File: src/design/rfa_pkg.sv
// shared constants, types and helpers for the register file alu
`default_nettype none

package rfa_pkg;

   localparam int DATA_W   = 32;
   localparam int IDX_W    = 4;
   localparam int MODE_W   = 3;
   localparam int NUM_REGS = 16;
   localparam int REG_AW   = (NUM_REGS > 1) ? $clog2(NUM_REGS) : 1;
   localparam int CNT_W    = $clog2(DATA_W + 1);

   typedef enum logic [MODE_W-1:0] {
      MODE_MOVE_REG = 3'd0,
      MODE_MOVE_IMM = 3'd1,
      MODE_ADD      = 3'd2,
      MODE_SUB      = 3'd3,
      MODE_MUL      = 3'd4,
      MODE_DIV      = 3'd5,
      MODE_MOD      = 3'd6
   } mode_type;

   typedef struct packed {
      logic              start;
      logic [DATA_W-1:0] dividend;
      logic [DATA_W-1:0] divisor;
   } div_req_type;

   typedef struct packed {
      logic              done;
      logic [DATA_W-1:0] quotient;
      logic [DATA_W-1:0] remainder;
   } div_rsp_type;

   function automatic logic [REG_AW-1:0] to_addr(input logic [IDX_W-1:0] idx);
      return REG_AW'(idx);
   endfunction

   function automatic logic idx_in_range(input logic [IDX_W-1:0] idx);
      return 32'(idx) < NUM_REGS;
   endfunction

endpackage

`default_nettype wire

File: src/design/register_file_alu_top.sv
// register file alu: ram-held register file, alu, iterative divider and response register
// move, add, sub and mul pass through the execute and writeback states; writeback waits while the response is stalled
// div and mod run the divider in between: 32 quotient steps plus read, sign fix and writeback
// a zero divisor is caught in the execute state, before the divider
// one request at a time: a new one is accepted only once the previous response has been loaded
// reset is synchronous: it clears the valid bits so every register reads as zero
`default_nettype none

module register_file_alu_top import rfa_pkg::*; (
   input  wire                     clock,
   input  wire                     reset,
   input  wire                     req_valid,
   output logic                    req_stall,
   input  wire [MODE_W-1:0]        req_mode,
   input  wire [IDX_W-1:0]         req_dest_index,
   input  wire [IDX_W-1:0]         req_src_index,
   input  wire [IDX_W-1:0]         req_second_index,
   input  wire signed [DATA_W-1:0] req_immediate,
   output logic                    rsp_valid,
   input  wire                     rsp_stall,
   output logic signed [DATA_W-1:0] rsp_written_value,
   output logic                    rsp_divide_error
);

   typedef enum logic [1:0] {ST_IDLE, ST_EXEC, ST_DIV_WAIT, ST_DONE} state_type;

   state_type         state_ff, state_in;
   mode_type          mode_ff, mode_in;
   logic [IDX_W-1:0]  dest_ff, dest_in;
   logic [DATA_W-1:0] imm_ff, imm_in;
   logic              a_ok_ff, a_ok_in;
   logic              b_ok_ff, b_ok_in;
   logic [DATA_W-1:0] res_ff, res_in;
   logic              err_ff, err_in;
   logic              wr_ff, wr_in;
   logic              rsp_valid_ff, rsp_valid_in;
   logic [DATA_W-1:0] rsp_value_ff, rsp_value_in;
   logic              rsp_err_ff, rsp_err_in;
   logic [NUM_REGS-1:0] reg_valid_ff, reg_valid_in;

   logic              req_accept;
   logic              rsp_load;
   logic              ram_wr_en;
   logic [DATA_W-1:0] ram_a_q, ram_b_q;
   logic [DATA_W-1:0] op_a, op_b;
   logic [DATA_W-1:0] product;
   div_req_type       div_req;
   div_rsp_type       div_rsp;

   assign req_stall  = (state_ff != ST_IDLE);
   assign req_accept = req_valid && (state_ff == ST_IDLE);

   // entries never written since reset read as zero through the valid bits
   assign op_a    = a_ok_ff ? ram_a_q : '0;
   assign op_b    = b_ok_ff ? ram_b_q : '0;
   assign product = op_a * op_b;

   // two copies of the register file, one per source operand
   rfa_ram #(.WIDTH(DATA_W), .DEPTH(NUM_REGS)) u_ram_a (
      .clock   (clock),
      .wr_en   (ram_wr_en),
      .wr_addr (to_addr(dest_ff)),
      .wr_data (res_ff),
      .rd_en   (req_accept),
      .rd_addr (to_addr(req_src_index)),
      .rd_data (ram_a_q)
   );

   rfa_ram #(.WIDTH(DATA_W), .DEPTH(NUM_REGS)) u_ram_b (
      .clock   (clock),
      .wr_en   (ram_wr_en),
      .wr_addr (to_addr(dest_ff)),
      .wr_data (res_ff),
      .rd_en   (req_accept),
      .rd_addr (to_addr(req_second_index)),
      .rd_data (ram_b_q)
   );

   rfa_divider u_divider (
      .clock   (clock),
      .reset   (reset),
      .div_req (div_req),
      .div_rsp (div_rsp)
   );

   always_comb begin
      state_in     = state_ff;
      mode_in      = mode_ff;
      dest_in      = dest_ff;
      imm_in       = imm_ff;
      a_ok_in      = a_ok_ff;
      b_ok_in      = b_ok_ff;
      res_in       = res_ff;
      err_in       = err_ff;
      wr_in        = wr_ff;
      reg_valid_in = reg_valid_ff;
      rsp_load     = 1'b0;
      ram_wr_en    = 1'b0;
      div_req.start    = 1'b0;
      div_req.dividend = op_a;
      div_req.divisor  = op_b;
      case (state_ff)
         ST_IDLE: begin
            if (req_accept) begin
               mode_in  = mode_type'(req_mode);
               dest_in  = req_dest_index;
               imm_in   = req_immediate;
               a_ok_in  = idx_in_range(req_src_index) &&
                          reg_valid_ff[to_addr(req_src_index)];
               b_ok_in  = idx_in_range(req_second_index) &&
                          reg_valid_ff[to_addr(req_second_index)];
               state_in = ST_EXEC;
            end
         end
         ST_EXEC: begin
            res_in   = '0;
            err_in   = 1'b0;
            wr_in    = 1'b1;
            state_in = ST_DONE;
            case (mode_ff)
               MODE_MOVE_REG: res_in = op_a;
               MODE_MOVE_IMM: res_in = imm_ff;
               MODE_ADD:      res_in = op_a + op_b;
               MODE_SUB:      res_in = op_a - op_b;
               MODE_MUL:      res_in = product;
               MODE_DIV, MODE_MOD: begin
                  if (op_b == '0) begin
                     err_in = 1'b1;
                     wr_in  = 1'b0;
                  end else begin
                     div_req.start = 1'b1;
                     state_in      = ST_DIV_WAIT;
                  end
               end
               default: begin
                  wr_in = 1'b0;
               end
            endcase
         end
         ST_DIV_WAIT: begin
            if (div_rsp.done) begin
               res_in   = (mode_ff == MODE_DIV) ? div_rsp.quotient : div_rsp.remainder;
               state_in = ST_DONE;
            end
         end
         ST_DONE: begin
            if (!rsp_valid_ff || !rsp_stall) begin
               rsp_load  = 1'b1;
               ram_wr_en = wr_ff && idx_in_range(dest_ff);
               if (ram_wr_en) begin
                  reg_valid_in[to_addr(dest_ff)] = 1'b1;
               end
               state_in = ST_IDLE;
            end
         end
         default: begin
            state_in = ST_IDLE;
         end
      endcase
   end

   always_comb begin
      rsp_valid_in = rsp_valid_ff;
      rsp_value_in = rsp_value_ff;
      rsp_err_in   = rsp_err_ff;
      if (rsp_load) begin
         rsp_valid_in = 1'b1;
         rsp_value_in = res_ff;
         rsp_err_in   = err_ff;
      end else if (rsp_valid_ff && !rsp_stall) begin
         rsp_valid_in = 1'b0;
      end
   end

   always_ff @(posedge clock) begin
      if (reset) begin
         state_ff     <= ST_IDLE;
         rsp_valid_ff <= 1'b0;
         reg_valid_ff <= '0;
      end else begin
         state_ff     <= state_in;
         rsp_valid_ff <= rsp_valid_in;
         reg_valid_ff <= reg_valid_in;
      end
      mode_ff      <= mode_in;
      dest_ff      <= dest_in;
      imm_ff       <= imm_in;
      a_ok_ff      <= a_ok_in;
      b_ok_ff      <= b_ok_in;
      res_ff       <= res_in;
      err_ff       <= err_in;
      wr_ff        <= wr_in;
      rsp_value_ff <= rsp_value_in;
      rsp_err_ff   <= rsp_err_in;
   end

   assign rsp_valid         = rsp_valid_ff;
   assign rsp_written_value = rsp_value_ff;
   assign rsp_divide_error  = rsp_err_ff;

   a_accept_to_exec: assert property (@(posedge clock) disable iff (reset)
      (req_valid && !req_stall) |=> state_ff == ST_EXEC)
      else $error("accepted request did not move to execute");

   a_div_done_in_wait: assert property (@(posedge clock) disable iff (reset)
      div_rsp.done |-> state_ff == ST_DIV_WAIT)
      else $error("divider finished outside the wait state");

   a_rsp_from_done: assert property (@(posedge clock) disable iff (reset)
      $rose(rsp_valid_ff) |-> $past(state_ff) == ST_DONE)
      else $error("response raised outside writeback");

   a_error_value_zero: assert property (@(posedge clock) disable iff (reset)
      (rsp_valid_ff && rsp_err_ff) |-> rsp_value_ff == '0)
      else $error("divide error response carries a non-zero value");

endmodule

`default_nettype wire

File: src/design/rfa_ram.sv
// generic single-write, single-read synchronous ram with registered read
`default_nettype none

module rfa_ram #(
   parameter int WIDTH = 32,
   parameter int DEPTH = 16,
   localparam int AW = (DEPTH > 1) ? $clog2(DEPTH) : 1
) (
   input  wire                 clock,
   input  wire                 wr_en,
   input  wire [AW-1:0]        wr_addr,
   input  wire [WIDTH-1:0]     wr_data,
   input  wire                 rd_en,
   input  wire [AW-1:0]        rd_addr,
   output logic [WIDTH-1:0]    rd_data
);

   logic [WIDTH-1:0] mem_ff [DEPTH];
   logic [WIDTH-1:0] rd_data_ff;

   always_ff @(posedge clock) begin
      if (wr_en) begin
         mem_ff[wr_addr] <= wr_data;
      end
      if (rd_en) begin
         rd_data_ff <= mem_ff[rd_addr];
      end
   end

   assign rd_data = rd_data_ff;

endmodule

`default_nettype wire

File: src/design/rfa_divider.sv
// radix-2 restoring signed divider, one quotient bit per cycle
`default_nettype none

module rfa_divider import rfa_pkg::*; (
   input  wire               clock,
   input  wire               reset,
   input  wire div_req_type  div_req,
   output div_rsp_type       div_rsp
);

   typedef enum logic [1:0] {DV_IDLE, DV_RUN, DV_FIX} state_type;

   state_type         state_ff, state_in;
   logic [CNT_W-1:0]  count_ff, count_in;
   logic [DATA_W-1:0] rem_ff, rem_in;
   logic [DATA_W-1:0] quo_ff, quo_in;
   logic [DATA_W-1:0] dvs_ff, dvs_in;
   logic              neg_q_ff, neg_q_in;
   logic              neg_r_ff, neg_r_in;
   logic              done_ff, done_in;
   logic [DATA_W-1:0] q_out_ff, q_out_in;
   logic [DATA_W-1:0] r_out_ff, r_out_in;

   logic [DATA_W:0]   shifted;
   logic [DATA_W:0]   diff;

   assign shifted = {rem_ff, quo_ff[DATA_W-1]};
   assign diff    = shifted - {1'b0, dvs_ff};

   always_comb begin
      state_in = state_ff;
      count_in = count_ff;
      rem_in   = rem_ff;
      quo_in   = quo_ff;
      dvs_in   = dvs_ff;
      neg_q_in = neg_q_ff;
      neg_r_in = neg_r_ff;
      done_in  = 1'b0;
      q_out_in = q_out_ff;
      r_out_in = r_out_ff;
      case (state_ff)
         DV_IDLE: begin
            if (div_req.start) begin
               // magnitudes; the most negative value maps onto 2^31 unsigned
               rem_in   = '0;
               quo_in   = div_req.dividend[DATA_W-1] ? (~div_req.dividend + 1'b1)
                                                     : div_req.dividend;
               dvs_in   = div_req.divisor[DATA_W-1] ? (~div_req.divisor + 1'b1)
                                                    : div_req.divisor;
               neg_q_in = div_req.dividend[DATA_W-1] ^ div_req.divisor[DATA_W-1];
               neg_r_in = div_req.dividend[DATA_W-1];
               count_in = '0;
               state_in = DV_RUN;
            end
         end
         DV_RUN: begin
            if (!diff[DATA_W]) begin
               rem_in = diff[DATA_W-1:0];
               quo_in = {quo_ff[DATA_W-2:0], 1'b1};
            end else begin
               rem_in = shifted[DATA_W-1:0];
               quo_in = {quo_ff[DATA_W-2:0], 1'b0};
            end
            count_in = count_ff + 1'b1;
            if (count_ff == CNT_W'(DATA_W - 1)) begin
               state_in = DV_FIX;
            end
         end
         DV_FIX: begin
            q_out_in = neg_q_ff ? (~quo_ff + 1'b1) : quo_ff;
            r_out_in = neg_r_ff ? (~rem_ff + 1'b1) : rem_ff;
            done_in  = 1'b1;
            state_in = DV_IDLE;
         end
         default: begin
            state_in = DV_IDLE;
         end
      endcase
   end

   always_ff @(posedge clock) begin
      if (reset) begin
         state_ff <= DV_IDLE;
         done_ff  <= 1'b0;
         count_ff <= '0;
      end else begin
         state_ff <= state_in;
         done_ff  <= done_in;
         count_ff <= count_in;
      end
      rem_ff   <= rem_in;
      quo_ff   <= quo_in;
      dvs_ff   <= dvs_in;
      neg_q_ff <= neg_q_in;
      neg_r_ff <= neg_r_in;
      q_out_ff <= q_out_in;
      r_out_ff <= r_out_in;
   end

   assign div_rsp.done      = done_ff;
   assign div_rsp.quotient  = q_out_ff;
   assign div_rsp.remainder = r_out_ff;

   a_start_when_idle: assert property (@(posedge clock) disable iff (reset)
      div_req.start |-> state_ff == DV_IDLE)
      else $error("divider started while busy");

   a_done_pulse: assert property (@(posedge clock) disable iff (reset)
      done_ff |=> !done_ff)
      else $error("divider done held for more than one cycle");

   a_done_after_fix: assert property (@(posedge clock) disable iff (reset)
      $rose(done_ff) |-> $past(state_ff) == DV_FIX)
      else $error("divider done without fix-up step");

endmodule

`default_nettype wire
File: config.mk
export PLATFORM = sky130hd
export DESIGN_NAME = register_file_alu_top
export DESIGN_NICKNAME = d
export VERILOG_FILES = /design/src/design/rfa_pkg.sv /design/src/design/register_file_alu_top.sv /design/src/design/rfa_ram.sv /design/src/design/rfa_divider.sv
export SDC_FILE = /design/constraint.sdc
export NUM_CORES = 2
export LEC_CHECK = 0
export BUFFER_PORTS_ARGS = -buffer_cell sky130_fd_sc_hd__buf_2
export CORE_MARGIN = 5
export CORE_UTILIZATION = 58
export DETAILED_ROUTE_END_ITERATION = 7
export HOLD_SLACK_MARGIN = 0.08
export PLACE_DENSITY = 0.89
export SYNTH_ARGS = -nofsm -noshare
export SYNTH_HDL_FRONTEND = slang
export SYNTH_SLANG_ARGS = --single-unit
File: constraint.sdc
create_clock -name clock -period 8.89 [get_ports clock]
set_clock_uncertainty 0.05 [all_clocks]
set_input_delay 0.4445 -clock clock [delete_from_list [all_inputs] [get_ports clock]]
set_output_delay 0.4445 -clock clock [all_outputs]
set_load 0.005 [all_outputs]
# --- Word-level counts from Yosys, hierarchy flattened ---
# Memories as Yosys holds them, arrays and structs flattened. A register that Yosys moved wholly into a read port is not among the register bits.
# Index checks and enable logic that the tools add are counted.
# W data, S select, Z words.
word_totals:
  wordCells: 132
  n_memories: 2
  register_bits: 298
  ram_bits: 1024
  out_inout_bits: 35
op_classes:
  n_mul: 1
  order_cmp: 4
  bitwise_logic: 6
  reduce_logical: 23
  add_sub_neg: 8
  n_eq_ne: 17
  muxes: 47
memory_table:
  columns: ["memory", "depth", "width", "rd", "rd_clocked_by_memory_dff", "write_ports", "line_no", "rtl"]
  rows:
  - ["u_ram_a.mem_ff", 16, 32, 1, 1, 1, "rfa_ram.sv:18", "logic [WIDTH-1:0] mem_ff [DEPTH];"]
  - ["u_ram_b.mem_ff", 16, 32, 1, 1, 1, "rfa_ram.sv:18", null]
ops:
  columns: ["cell", "count"]
  rows:
  - ["$mux W32", 10]
  - ["$pmux W32 S2", 3]
  - ["$pmux W32 S5", 1]
  - ["$add A32 B1 Y32 const B", 4]
  - ["$not A32 Y32", 4]
  - ["$sub A33 B32 Y33", 1]
  - ["$add A32 B32 Y32", 1]
  - ["$logic_not A32 Y1", 1]
  - ["$mul A32 B32 Y32", 1]
  - ["$sub A32 B32 Y32", 1]
  - ["$mux W31", 1]
  - ["$mux W1", 19]
  - ["$or A16 B16 Y16", 1]
  - ["$lt A4 B5 Y1 const B", 3]
  - ["$pmux W6 S2", 1]
  - ["$mux W2", 5]
  - ["$reduce_and A2 Y1", 5]
  - ["$eq A3 B3 Y1 const B", 3]
  - ["$bmux W1 S4", 2]
  - ["$pmux W2 S4", 1]
  - ["$reduce_bool A2 Y1", 4]
  - ["$add A6 B1 Y6 const B", 1]
  - ["$eq A2 B2 Y1 const B", 3]
  - ["$eq A3 B2 Y1 const B", 2]
  - ["other kinds (19)", 28]

# --- Longest topological paths before layout ---
logic_depth:
  ltp_word: 7
  mapped_depth: 33

# --- Cells and area by module ---
# Synthesis repeated with hierarchy kept, for this count alone.
hier_totals:
  cells_unflattened: 5323
  area_unflattened_um2: 74134.9
by_module_without_submodules:
  columns: ["mod", "seq_area_each_um2", "n_inst", "cells_each", "area_each_um2"]
  rows:
  - ["rfa_ram", 16335.7, 2, 838, 20155.6]
  - ["register_file_alu_top", 3623.5, 1, 2652, 23486.3]
  - ["rfa_divider", 5044.8, 1, 995, 10337.4]

# --- Worst setup path after synthesis ---
# No wires, ideal clock.
synth_timing:
  path_kind: "register to register"
  start: "reg b_ok_ff"
  end: "reg res_ff[31] (data pin)"
  path_stages_with_launch: 32
  path_slack_ns: 0.483
  t_arrival_ns: 8.087
  path_buffers: 6
  synth_period_minus_slack_ns: 8.407
  path_cell_list: "edfxtp_1 > buf_2 > buf_2 > buf_1 > clkbuf_1 > clkbuf_1 > and2_0 > clkbuf_1 > nand2_1 > fa_1 > inv_1 > fa_1 > fa_1 > inv_1 > fa_1 > inv_1 > fa_1 > inv_1 > fa_1 > inv_1 > fa_1 > fa_1 > ha_1 > and3_1 > nand3_1 > a2111oi_0 > o2111ai_1 > a41o_1 > a21oi_1 > xnor2_1 > a221oi_2 > o22ai_1"
synth_via:
  elab_chain_cells: 4
synth_rtl:
  columns: ["item", "line_no", "rtl"]
  rows:
  - ["from (decl)", "register_file_alu_top.sv:32", "logic b_ok_ff, b_ok_in;"]
  - ["from (signal assigned)", "register_file_alu_top.sv:189", "b_ok_ff <= b_ok_in;"]
  - ["$mux W32 *", "register_file_alu_top.sv:55", "assign op_b = b_ok_ff ? ram_b_q : '0;"]
  - ["$mul A32 B32 Y32 (tied with other cells)", "register_file_alu_top.sv:56", "assign product = op_a * op_b;"]
  - ["$pmux W32 S5 *", "register_file_alu_top.sv:120", "case (mode_ff)"]
  - ["$pmux W32 S2 *", "register_file_alu_top.sv:102", "case (state_ff)"]
  - ["via res_in[31]", "register_file_alu_top.sv:33", "logic [DATA_W-1:0] res_ff, res_in;"]
  - ["to (signal assigned)", "register_file_alu_top.sv:190", "res_ff <= res_in;"]
  - ["to (decl)", "register_file_alu_top.sv:33", null]
# Mark *: on every way through the listed nets, which the timed path passes. The rest lies on a longest branch.
# A chain may end at the register's enable or synchronous reset.

# --- Worst setup path in the final report ---
layout_timing:
  start: "reg u_ram_b.rd_data_ff[12], in the netlist u_ram_b.rd_data[12], read port of u_ram_b.mem_ff"
  end: "reg res_ff[23] (data pin)"
layout_via:
  elab_chain_cells: 4
layout_rtl:
  columns: ["item", "line_no", "rtl"]
  rows:
  - ["from (decl)", "rfa_ram.sv:19", "logic [WIDTH-1:0] rd_data_ff;"]
  - ["$mux W32 *", "register_file_alu_top.sv:55", null]
  - ["$mul A32 B32 Y32 (tied with other cells)", "register_file_alu_top.sv:56", null]
  - ["$pmux W32 S5 *", "register_file_alu_top.sv:120", null]
  - ["$pmux W32 S2 *", "register_file_alu_top.sv:102", null]
  - ["via res_in[23]", "register_file_alu_top.sv:33", null]
# Marks and branches as above.

==> flow_summary.toml <==
[floorplanning]
ios = 86
die_area_um2 = 107000
die_x_um = 328
die_h_um = 328
initial_core_util_pct = 58.4
core_um2 = 100000
num_rows = 116

[finish]
multi_input_area_um2 = 30000
nNetsFinal = 5408
final_cell_mix = "edfxtp_1 (846), nor2_1 (498), inv_1 (457)"
area_growth_pct = 10.8
drive_above_1_share_pct = 16.6
fillers = 7037
seq_area_um2 = 26000
final_common_cell = "edfxtp_1"

[clocking]
h-tree-depth = 3
clockRootBuffer = "clkbuf_16"
cts_max_path_buffers = 3
clkSinkCount = 874
clk_pin_slew_ns = 0.07
cts_made_buffers = 89
cts_tree = "yes"
clkLatencyLatePin_ns = 0.72

[timing]
finalCritPeriodShare_pct = 95.4
fmax_ghz = 0.118
hold_viol_final = 0
drv_slew = 0
tightest_slew_ns = 1.31
rsz0062_at_grt = "no"
fin_crit_ns = 8.49
relSlewSlack_pct = 12.8
finalSetupViolCount = 0
fin_tns_setup_ns = 0
finalHoldWorstSlack_ns = 0.165

[routing]
wl_um = 211000
dr.pass1.iters = 6
vias = 42447
route.detailed.drc = 0
drtIter0Drc = 6593
ant_nets = 0
routedWlPerCell_um = 34.3
vias_per_cell = 6.93

[worst_hold_path]
worstHoldPathType = "input port to register"

[pwr]
power_density_nw_per_um2 = 312
p_leak_nw = 24.6
ir_drop_v = 0.000341

[worst_setup_path]
end_kind = "register"
required_ns = 9.24
critical_path.max_fanout = 11
worstPathArrival_ns = 8.83
crit_type = "register to register"
r2r_slack_ns = 0.40
startpoint_type = "register"

[logic_synthesis]
async_flop_share_pct = 0
seq_area_frac_synth_pct = 44.4
yosys.area.top_type = "edfxtp_1"
avgSynthCellArea_um2 = 12.8
synth_seq_cells = 874
syn_nets = 5244
synth_area_leaders = "edfxtp_1 (43%), fa_1 (14%), mux4_2 (13%)"
syn-cell-area_um2 = 58500
synthFlopType = "edfxtp_1"
synth-warning-count = 0
ys_types = 87
synth_top_area_share_pct = 43.4
synth-edff-count = 846
syn_inst = 4586

[placed_design]
portBuffers = 85
place.gp.congestion = 1.09
dp_hpwl_um = 143000

[global_routing]
grt_max_degree = 87
antenna_found_initial = 19
grt_pass1_vias = 43487
grt.overflow.total = 0
grt_usage_pct = 39.3
grt_pass1_wl_um = 302000

[run]
maxCapViolCount = 0

[status]
outcome = "complete, no violations"
==> worst paths after layout <==
kind	to	cells after the start	startpoint
max	res_ff[23]$_DFFE_PP_	26	u_ram_b.rd_data[12]$_DFFE_PP_
min	u_divider.count_ff[0]$_SDFFE_PP0P_	2	reset
max reg2reg	res_ff[23]$_DFFE_PP_	26	u_ram_b.rd_data[12]$_DFFE_PP_
min reg2reg	rsp_divide_error$_DFFE_PP_	0	err_ff$_SDFFCE_PN0P_
==> flip-flops by register name, indices dropped and copies added (netlist names), 3 cells and up <==
name,flops
u_divider.dvs_ff,32
imm_ff,32
u_divider.r_out_ff,32
u_ram_a.rd_data,32
u_ram_a.mem_ff,32
rsp_written_value,32
u_divider.quo_ff,32
u_ram_b.mem_ff,480
u_divider.q_out_ff,32
res_ff,32
u_divider.rem_ff,32
reg_valid_ff,16
u_divider.count_ff,6
mode_ff,3
u_ram_b.rd_data,32
dest_ff,4
==> metrics by stage <==
| step | power, mW | utilization [%] | cell area, µm² | std cells | setup slack [ns] |
|---|---|---|---|---|---|
| after floorplan | 12.1 | - | 58500 | 4586 | 0.483 |
| after global routing | 21.2 | 64.7 | 64800 | 6122 | 0.109 |
| after global placement | 15.6 | 61.2 | 61300 | 5915 | 0.529 |
| after CTS | 19.9 | 64.7 | 64800 | 6120 | 0.438 |
| after detailed placement | 15.8 | 61.2 | 61300 | 5915 | 0.462 |
| final | 20.2 | 64.7 | 64800 | 6129 | 0.405 |
==> cells by family after synthesis <==
kind of cell	share of synthesized area (%)
DFF	44.4
buffers and inverters	4.63
AOI/OAI and AO/OA	5.93
adders and majority gates	18.2
and+or+nand+nor	8.90
muxes	13.7
xor gates and xnor gates	4.25
==> synth_stat cells, types with 43 or more instances <==
master    count
clkbuf_1    193
mux4_2      330
o21ai_0     141
nor2_1      510
xor2_1       92
o31ai_1      43
fa_1        410
xnor2_1     177
ha_1        197
nand3_1      67
mux2i_1      54
inv_1       457
a21oi_1     103
nand2_1     400
edfxtp_1    846
==> cell type report <==
cell class / instances / share of cell area [%]
repair buffers: 314 / 3.60
diodes: 7 / 0.0270
flip-flops and latches: 874 / 40.0
clock inverters: 62 / 1.32
clock buffers: 103 / 3.52
well taps: 1298 / 2.50
inverters: 474 / 2.74
multi-input cells: 2997 / 46.2
==> what timing repair did <==
item | 4_1_cts | 5_1_grt
hold endpoints to repair | 40 | 0
resized for setup | 0 | 1
buffers inserted | 0 | 2
hold buffers | 40 | 0
endpoints found under the setup margin | 0 | 3
==> per-layer routing <==
metal | vias to the layer above | part of all wire [%] | track usage, %
li1 | 16720 | - | -
met1 | 21001 | 33 | 47.7
met2 | 3703 | 45 | 61.4
met3 | 1015 | 13 | 12.3
met4 | 8 | 8.5 | 25.4
met5 | - | 0.022 | 0
==> report_power, final <==
group / total (mW) / switching, mW / leakage (nW) / internal [mW]
Combinational: 9.83 / 6.12 / 15.2 / 3.72
Clock: 4.08 / 1.77 / 1.50 / 2.31
Sequential: 6.33 / 0.901 / 7.95 / 5.43
Total: 20.2 / 8.79 / 24.6 / 11.5
==> worst max-delay path, stage by stage (launching register included) <==
cell,delay [ns]
edfxtp_1,0.83
nand2_1,0.60
nor2_1,0.30
fa_1,0.46
inv_1,0.08
fa_1,0.16
inv_1,0.05
fa_1,0.50
inv_1,0.07
fa_1,0.48
inv_1,0.05
fa_1,0.52
inv_1,0.07
fa_1,0.53
inv_1,0.05
fa_1,0.49
fa_1,0.41
ha_1,0.38
a2111oi_0,0.39
o21ai_0,0.14
o21ai_0,0.14
a21boi_0,0.33
o21bai_1,0.11
a21oi_1,0.19
xnor2_1,0.21
a221oi_1,0.46
o22ai_1,0.14
(Power assumes the default switching activity.)
